### src/rtl/spq_pkg.sv
`timescale 1ns / 1ps
`default_nettype none
// ----------------------------------------------------------------------------
// spq_pkg: shared types and constants of the sorted priority queue
// Field widths, operation and status codes, and cell control bundle.
// ----------------------------------------------------------------------------
package spq_pkg;

	localparam int VALUE_W     = 32;
	localparam int PRI_IN_W    = 8;
	localparam int COUNT_OUT_W = 5;

	typedef enum logic {
		OP_PUSH = 1'b0,
		OP_POP  = 1'b1
	} opcode_t;

	typedef enum logic [1:0] {
		ST_OK    = 2'd0,
		ST_FULL  = 2'd1,
		ST_EMPTY = 2'd2
	} status_t;

	// one shared bundle broadcast to every cell
	typedef struct packed {
		logic push;   // accepted push that fits
		logic pop;    // accepted pop of a held entry
	} cell_ctrl_t;

endpackage : spq_pkg
`default_nettype wire

### src/rtl/sorted_priority_queue_core.sv
`timescale 1ns / 1ps
`default_nettype none
// ----------------------------------------------------------------------------
// sorted_priority_queue_core: bounded priority queue kept in sorted order
// A row of cells holds the entries head first; a push inserts behind all
// entries of lower or equal priority, a pop shifts the row toward the head.
//
//  channel   dir  tdata / tuser                               transfer
//  s_axis    in   user: opcode; data: value, priority         one push/pop
//  m_axis    out  data: head value/priority, count, empty,    one result
//                 status
//
// One item per cycle unless the output stalls: every cell decides its next entry
// in the same cycle, so the rate is set by the cell compare and the result register.
// A result is registered in the cycle after its item is taken; a stalled output
// holds the result and stops intake only while the result is still waiting.
// Reset clears the count and the output valid; cell contents are not reset.
// ----------------------------------------------------------------------------
module sorted_priority_queue_core
	import spq_pkg::*;
#(
	parameter int QUEUE_DEPTH   = 16,
	parameter int PRIORITY_BITS = 8
) (
	input  wire logic        clk,
	input  wire logic        arst_n,
	input  wire logic        s_axis_tvalid,
	output logic             s_axis_tready,
	input  wire logic [39:0] s_axis_tdata,   // item_value[31:0], item_priority[39:32]
	input  wire logic        s_axis_tuser,   // opcode
	output logic             m_axis_tvalid,
	input  wire logic        m_axis_tready,
	output logic [47:0]      m_axis_tdata    // head_value[31:0], head_priority[39:32],
	                                         // entry_count[44:40], queue_empty[45],
	                                         // status[47:46]
);

	localparam int CW = $clog2(QUEUE_DEPTH + 1);

	logic [CW-1:0]            count_q, count_d;
	logic                     take;
	opcode_t                  op;
	logic [VALUE_W-1:0]       in_val;
	logic [PRIORITY_BITS-1:0] in_pri;
	logic                     full, empty;
	cell_ctrl_t               ctrl;
	status_t                  status_d;

	logic [VALUE_W-1:0]       cell_val [QUEUE_DEPTH];
	logic [PRIORITY_BITS-1:0] cell_pri [QUEUE_DEPTH];
	logic [VALUE_W-1:0]       cell_val_d [QUEUE_DEPTH];
	logic [PRIORITY_BITS-1:0] cell_pri_d [QUEUE_DEPTH];
	logic                     cell_keep [QUEUE_DEPTH];

	logic                     out_valid_q;
	logic [VALUE_W-1:0]       head_value_q;
	logic [PRI_IN_W-1:0]      head_priority_q;
	logic [COUNT_OUT_W-1:0]   entry_count_q;
	logic                     queue_empty_q;
	status_t                  status_q;

	assign s_axis_tready = !out_valid_q || m_axis_tready;
	assign take          = s_axis_tvalid && s_axis_tready;
	assign op            = opcode_t'(s_axis_tuser);
	assign in_val        = s_axis_tdata[31:0];
	assign in_pri        = PRIORITY_BITS'(s_axis_tdata[39:32]);

	assign full  = (count_q == CW'(QUEUE_DEPTH));
	assign empty = (count_q == '0);

	always_comb begin
		ctrl.push = 1'b0;
		ctrl.pop  = 1'b0;
		count_d   = count_q;
		status_d  = ST_OK;
		if (take) begin
			unique case (op)
				OP_PUSH: begin
					if (full) begin
						status_d = ST_FULL;
					end else begin
						ctrl.push = 1'b1;
						count_d   = count_q + CW'(1);
					end
				end
				OP_POP: begin
					if (empty) begin
						status_d = ST_EMPTY;
					end else begin
						ctrl.pop = 1'b1;
						count_d  = count_q - CW'(1);
					end
				end
				default: status_d = ST_OK;
			endcase
		end
	end

	for (genvar i = 0; i < QUEUE_DEPTH; i++) begin : g_cell
		logic                     lk;
		logic [VALUE_W-1:0]       lv, rv;
		logic [PRIORITY_BITS-1:0] lp, rp;

		if (i == 0) begin : g_first
			assign lk = 1'b1;
			assign lv = in_val;
			assign lp = in_pri;
		end else begin : g_mid
			assign lk = cell_keep[i-1];
			assign lv = cell_val[i-1];
			assign lp = cell_pri[i-1];
		end

		if (i == QUEUE_DEPTH - 1) begin : g_last
			assign rv = cell_val[i];
			assign rp = cell_pri[i];
		end else begin : g_inner
			assign rv = cell_val[i+1];
			assign rp = cell_pri[i+1];
		end

		spq_cell #(
			.PRIORITY_BITS(PRIORITY_BITS)
		) u_cell (
			.clk       (clk),
			.ctrl      (ctrl),
			.occupied  (count_q > CW'(i)),
			.new_val   (in_val),
			.new_pri   (in_pri),
			.left_keep (lk),
			.left_val  (lv),
			.left_pri  (lp),
			.right_val (rv),
			.right_pri (rp),
			.keep      (cell_keep[i]),
			.val_q     (cell_val[i]),
			.pri_q     (cell_pri[i]),
			.val_d     (cell_val_d[i]),
			.pri_d     (cell_pri_d[i])
		);
	end

	always_ff @(posedge clk or negedge arst_n) begin
		if (!arst_n) begin
			count_q     <= '0;
			out_valid_q <= 1'b0;
		end else begin
			count_q <= count_d;
			if (take) begin
				out_valid_q <= 1'b1;
			end else if (m_axis_tready) begin
				out_valid_q <= 1'b0;
			end
		end
	end

	// result payload: head after the operation, zero when empty
	always_ff @(posedge clk) begin
		if (take) begin
			if (count_d == '0) begin
				head_value_q    <= '0;
				head_priority_q <= '0;
				queue_empty_q   <= 1'b1;
			end else begin
				head_value_q    <= cell_val_d[0];
				head_priority_q <= PRI_IN_W'(cell_pri_d[0]);
				queue_empty_q   <= 1'b0;
			end
			entry_count_q <= COUNT_OUT_W'(count_d);
			status_q      <= status_d;
		end
	end

	assign m_axis_tvalid = out_valid_q;
	assign m_axis_tdata  = {status_q, queue_empty_q, entry_count_q,
	                        head_priority_q, head_value_q};

endmodule : sorted_priority_queue_core
`default_nettype wire

### src/rtl/spq_cell.sv
`timescale 1ns / 1ps
`default_nettype none
// ----------------------------------------------------------------------------
// spq_cell: one slot of the sorted queue
// Holds one entry; on a push it keeps, takes the new entry or takes the left
// neighbor's entry; on a pop it takes the right neighbor's entry.
// ----------------------------------------------------------------------------
module spq_cell
	import spq_pkg::*;
#(
	parameter int PRIORITY_BITS = 8
) (
	input  wire logic                     clk,
	input  wire cell_ctrl_t               ctrl,
	input  wire logic                     occupied,
	input  wire logic [VALUE_W-1:0]       new_val,
	input  wire logic [PRIORITY_BITS-1:0] new_pri,
	input  wire logic                     left_keep,
	input  wire logic [VALUE_W-1:0]       left_val,
	input  wire logic [PRIORITY_BITS-1:0] left_pri,
	input  wire logic [VALUE_W-1:0]       right_val,
	input  wire logic [PRIORITY_BITS-1:0] right_pri,
	output logic                          keep,
	output logic [VALUE_W-1:0]            val_q,
	output logic [PRIORITY_BITS-1:0]      pri_q,
	output logic [VALUE_W-1:0]            val_d,
	output logic [PRIORITY_BITS-1:0]      pri_d
);

	// equal priorities stay ahead of the new entry
	assign keep = occupied && (pri_q <= new_pri);

	always_comb begin
		val_d = val_q;
		pri_d = pri_q;
		if (ctrl.push && !keep) begin
			if (left_keep) begin
				val_d = new_val;
				pri_d = new_pri;
			end else begin
				val_d = left_val;
				pri_d = left_pri;
			end
		end else if (ctrl.pop) begin
			val_d = right_val;
			pri_d = right_pri;
		end
	end

	always_ff @(posedge clk) begin
		val_q <= val_d;
		pri_q <= pri_d;
	end

endmodule : spq_cell
`default_nettype wire
### config.mk
export PLATFORM = sky130hd
export DESIGN_NAME = sorted_priority_queue_core
export DESIGN_NICKNAME = d
export VERILOG_FILES = /design/src/rtl/spq_pkg.sv /design/src/rtl/sorted_priority_queue_core.sv /design/src/rtl/spq_cell.sv
export SDC_FILE = /design/constraint.sdc
export NUM_CORES = 2
export LEC_CHECK = 0
export CELL_PAD_IN_SITES_DETAIL_PLACEMENT = 2
export CELL_PAD_IN_SITES_GLOBAL_PLACEMENT = 2
export CORE_MARGIN = 2
export CORE_UTILIZATION = 35
export CTS_BUF_LIST = sky130_fd_sc_hd__clkbuf_16
export CTS_CLUSTER_SIZE = 12
export DETAILED_ROUTE_END_ITERATION = 8
export DONT_BUFFER_PORTS = 1
export GPL_ROUTABILITY_DRIVEN = 0
export PLACE_DENSITY = 0.66
export SLEW_MARGIN = 5
export SYNTH_ARGS = -nofsm -noshare
export SYNTH_HDL_FRONTEND = slang
export SYNTH_SLANG_ARGS = --single-unit
### constraint.sdc
create_clock -name clk -period 13.2 [get_ports clk]
set_input_delay 1.98 -clock clk [delete_from_list [all_inputs] [get_ports clk]]
set_output_delay 1.98 -clock clk [all_outputs]
set_load 0.01 [all_outputs]
# After elaboration in Yosys (flattened, before gate mapping)
# Index checks and enable logic that the tools add are counted.
[op_classes]
n_addsub = 2
magnitude_cmp = 32
eq_ne = 1
muxes = 105
n_bitwise = 1
n_reduce_logical = 68
[ops]
columns = ["cell", "count"]
rows = [
  ["2-to-1 mux 32 bit", 45],
  ["2-to-1 mux 8 bit", 45],
  ["less-or-equal comparator 8 bit", 16],
  ["greater-than comparator 5 x 4 -> 1 bit (second input constant)", 8],
  ["logical AND 1 bit", 33],
  ["nonzero test 2 bit", 15],
  ["greater-than comparator 5 x 3 -> 1 bit (second input constant)", 4],
  ["logical NOT 1 bit", 17],
  ["2-to-1 mux 5 bit", 3],
  ["greater-than comparator 5 x 1 -> 1 bit (second input constant)", 2],
  ["greater-than comparator 5 x 2 -> 1 bit (second input constant)", 2],
  ["logical NOT 5 bit", 2],
  ["one-hot mux 5 bit (2 select lines)", 1],
  ["2-to-1 mux 1 bit", 8],
  ["adder 5 x 1 -> 5 bit (second input constant)", 1],
  ["equality test 5 bit (second input constant)", 1],
  ["subtractor 5 x 1 -> 5 bit (second input constant)", 1],
  ["2-to-1 mux 2 bit", 2],
  ["one-hot mux 2 bit (2 select lines)", 1],
  ["logical OR 1 bit", 1],
  ["inverter 1 bit", 1],
]
[word_totals]
reg_bits = 694
in_bits = 45
out_inout_bits = 50
word_cells = 248

# Depth between registers and ports, before layout
[depth]
depth_word = 6
ltp_mapped = 12
mapped_depth_nobuf = 8

# Cells and area by module
# From an unflattened synthesis, not the netlist that was laid out.
[unflattened]
cells_unflattened = 3556
area_unflattened_um2 = 40535.1
[modules_own_cells]
columns = ["module", "instances", "cells_per_inst", "area_per_inst_um2", "seq_area_each_um2"]
rows = [
  ["spq_cell", 16, 207, 2366.0, 800.8],
  ["sorted_priority_queue_core", 1, 244, 2678.8, 1591.5],
]

# Worst setup path after synthesis
# OpenSTA, ideal clock, no wires.
[synth_path]
kind = "input port to flip-flop"
from = "input port m_axis_tready"
to = "register g_cell[12].u_cell.pri_q[0], enable pin"
arrival_ns = 6.958
setup_slack_ns = 5.749
path_stages = 8
n_path_buf = 3
cell_sequence = "nand2b_1 > buf_2 > nand2_1 > inv_1 > nand2_1 > buf_2 > clkbuf_1 > o21ai_0"
[synth_via]
elab_chain_len = 5
[synth_lines]
columns = ["element", "line_no", "rtl"]
rows = [
  ["start: declaration", "sorted_priority_queue_core.sv:32", "input wire logic m_axis_tready,"],
  ["logical OR 1 bit *", "sorted_priority_queue_core.sv:62", "assign s_axis_tready = !out_valid_q || m_axis_tready;"],
  ["named net s_axis_tready", "sorted_priority_queue_core.sv:28", "output logic s_axis_tready,"],
  ["logical AND 1 bit *", "sorted_priority_queue_core.sv:63", "assign take = s_axis_tvalid && s_axis_tready;"],
  ["named net take", "sorted_priority_queue_core.sv:41", "logic take;"],
  ["2-to-1 mux 2 bit *", "sorted_priority_queue_core.sv:76", "if (take) begin"],
  ["logical AND 1 bit", "spq_cell.sv:36", "if (ctrl.push && !keep) begin"],
  ["nonzero test 2 bit (no line) *", "-", ""],
  ["end signal: assignment", "spq_cell.sv:52", "pri_q <= pri_d;"],
  ["end: declaration", "spq_cell.sv:25", "output logic [PRIORITY_BITS-1:0] pri_q,"],
]
# The timed path passes the listed nets; every way through them passes the cells marked *.
# A chain may end at the register's enable or synchronous reset.

# Final worst setup path
[layout_path]
from = "input port m_axis_tready"
to = "register g_cell[9].u_cell.val_q[0], enable pin"
[layout_via]
elab_chain_len = 5
[layout_lines]
columns = ["element", "line_no", "rtl"]
rows = [
  ["logical OR 1 bit *", "sorted_priority_queue_core.sv:62", ""],
  ["logical AND 1 bit *", "sorted_priority_queue_core.sv:63", ""],
  ["named net take", "sorted_priority_queue_core.sv:41", ""],
  ["2-to-1 mux 2 bit *", "sorted_priority_queue_core.sv:76", ""],
  ["logical AND 1 bit", "spq_cell.sv:36", ""],
  ["nonzero test 2 bit (no line) *", "-", ""],
  ["end signal: assignment", "spq_cell.sv:51", "val_q <= val_d;"],
  ["end: declaration", "spq_cell.sv:24", "output logic [VALUE_W-1:0] val_q,"],
]
# Marks and branches as above.

==> metrics.txt <==
Worst EP required roughly 14,000 ps; drt pass-1 iters 5; logic gate share of total power 33.7%; share of layout cells above drive strength 1 8.26%; total global routing overflow 0; clock root cell clkbuf_16; status complete, no violations; largest net degree at the start of global routing 82; post-CTS setup buffers 0; Int Pwr 5.36 mW; cells after synthesis 3,448; nets ~3,500; Initial Util around a third; Worst slew margin 22.5%; adder-cell share of the synthesized area approximately 4.5%; n_diodes 0; worst-case clock buffer depth 3; main flop type after synthesis edfxtp_1; Hold Vio Cnt, Final 0; worst-margin pin slew around 1200 ps; Core Rows 120; post-synthesis sequential area ratio between 50 and 60%; antenna violations before repair 2; H-tree levels 3; CP Capture Type flop; Synth Cell Area between 30,000 and 40,000 um^2; critical path type input port to flop; fin crit share between 40% and 50%; worst skew pair latency slightly below 700 ps; number of global-route vias before repair between 30,000 and 40,000; Horiz. Die Dim 332 um; final setup TNS 0 ps; Post-CTS Resized 0; total die area ~110,000 um^2; Ys Warns 0; startpoint types input port; DR vias/cell between 5 and 6; Arr. time, crit path 5960 ps; CTS tree yes; port bufs 0; first-pass GRT wire length about 210,000 um; DP Wirelength 87,800 um; Avg WL per Cell slightly below 30 um; Worst VDD drop between 100 and 150 uV; Post-CTS Hold Buffers 0; synthesized area per cell roughly 11 um^2; Flop pwr share about two fifths; Post-Synth Simple-Gate Area a little under a tenth; mux share of post-synthesis cell area between 10% and 20%; FILL cells 10,981; Hold Path Class flop to flop; Max Slew Vio Count 0; worst-path fanout max 40; pwr dens ~210 nW/um^2; Tot GR Track Use around 25%; Ports 95; Final min period ~5600 ps; CORE AREA between 100,000 and 150,000 um^2; commonest non-fill, non-tap cell in the layout edfxtp_1; clock-pin slew on the worst setup and hold paths 60 ps; clk_skew around 40 ps; commonest cells after routing, fill and taps aside 648 x edfxtp_1, 502 x nand2_1, 500 x mux2i_1, 487 x o21ai_0, 200 x a21oi_1; Pleak 16.0 nW; Yosys cell types 60; Inserted Clock Buffers 85; clock sink total ~700; Seq cells post-synth a little under 700; Pwr Total 8.57 mW; Sw Share between 30% and 40%; Post-Synth XOR/XNOR Area less than 1%; Mapped Nets 3,627; Die Y about 330 um; Vias between 20,000 and 30,000; Total Wirelength about 140,000 um; Psw between 3 and 4 mW; async set or reset register ratio after synthesis less than 1%; Max Cap Violations 0; largest family of logic cells by synthesized area multiplexers; RSZ-0062 raised after global routing false; Layout area overhead 10.5%; number of synthesized flops with an enable pin between 600 and 700; Antenna Nets Post-Route 0; Starting DRT DRC Count around 1,900; residual DRC count 0; compound-cell area share of the yosys netlist around 14%; max frequency between 150 and 200 MHz; clock power share a little over a quarter; # setup viols final 0
-- power groups by stage --
stage	clock network (mW)	registers (mW)	logic, mW
CTS	2.39	3.34	2.90
finish	2.34	3.34	2.88
global route	2.46	3.38	3.13
global placement	0	3.36	2.75
floorplan	0	3.22	2.01
detailed placement	0	3.38	2.88
-- critical path, stage by stage --
cell      delay, ps
nand2b_1        320
nand2_1         290
clkinv_2        300
buf_4           670
nand3_4         590
buf_4           560
nand2_2         630
buf_4           500
-- layout make-up --
class,instances,area [um^2],share of cell area [%]
clock inverters,73,539,1.30
clock buffers,87,2180,5.24
flip-flops and latches,694,20400,49.2
well taps,1403,1760,4.23
repair buffers,63,473,1.14
multi-input cells,2417,16000,38.6
inverters,32,121,0.292
-- final timing paths --
check,slack [ps],start,to,cells past startpoint
setup / recovery,7550,m_axis_tready,g_cell[9].u_cell.val_q[0],8
hold / removal,550,g_cell[3].u_cell.val_q[18],g_cell[2].u_cell.val_q[18],2
setup reg to reg,8460,m_axis_tvalid,g_cell[9].u_cell.val_q[0],8
hold reg to reg,550,g_cell[3].u_cell.val_q[18],g_cell[2].u_cell.val_q[18],2
max in group asynchronous,12120,arst_n,count_q[3],0
min in group asynchronous,1000,arst_n,count_q[1],0
-- metal layers --
metal | vias to the layer above | track usage (%) | wire [um]
met2 | 583 | 42.3 | 66300
met5 | - | 0 | 0
li1 | 12367 | - | -
met1 | 14833 | 33.5 | 63400
met4 | 0 | 7.06 | 3290
met3 | 194 | 3.64 | 6120
-- logic make-up after synthesis --
group	Yosys count
fa+ha+maj	134
mux	539
xor+xnor	2
flops	694
simple gates	840
buf+inv	337
compound gates	902
-- cell usage after synthesis (3+ instances only) --
cell	number	share of area [%]
nand3_1	46	0.61
and4_1	5	0.12
ha_1	134	4.5
nand2_1	514	5.1
o221ai_1	3	0.070
o21ai_0	490	6.5
o31a_1	3	0.070
a31oi_1	42	0.70
nor2b_1	20	0.33
dfxtp_1	40	2.1
o211a_1	40	1.1
nor2_1	171	1.7
nor3_1	31	0.41
a211oi_1	5	0.10
o21ai_2	3	0.070
o21ai_1	14	0.19
or2_2	4	0.067
clkbuf_1	203	2.0
buf_4	15	0.30
edfxtp_1	648	52
buf_2	81	1.1
buf_6	5	0.15
a21oi_1	202	2.7
a21boi_0	3	0.060
nand4_1	23	0.38
nand2b_1	13	0.22
inv_1	32	0.32
o31ai_1	7	0.14
mux2i_1	500	13
o21a_1	51	1.0
dfrtp_1	6	0.40
mux2_2	39	1.2
o211ai_1	16	0.32
a21o_1	7	0.14
-- state kept, by name, summed over array words and instances (netlist names) --
register and flops:
count_q 5, g_cell.u_cell.val_q 512, g_cell.u_cell.pri_q 128, head_priority_q 8, m_axis_tvalid 1, entry_count_q 5, status_q 2, queue_empty_q 1
head_value_q 32
-- stage by stage --
step	setup slack [ps]	area, um^2	std cells	hold WS (ps)	util [%]
4_1_cts	7540	41500	4769	546	38.9
6_report	7550	41500	4769	551	38.9
2_1_floorplan	5750	37600	3448	518	-
3_5_place_dp	6870	38800	4609	548	36.3
5_1_grt	7330	41500	4769	558	38.9
3_3_place_gp	7010	38800	4609	526	36.3
No activity file was read; power rests on OpenSTA's default activity.
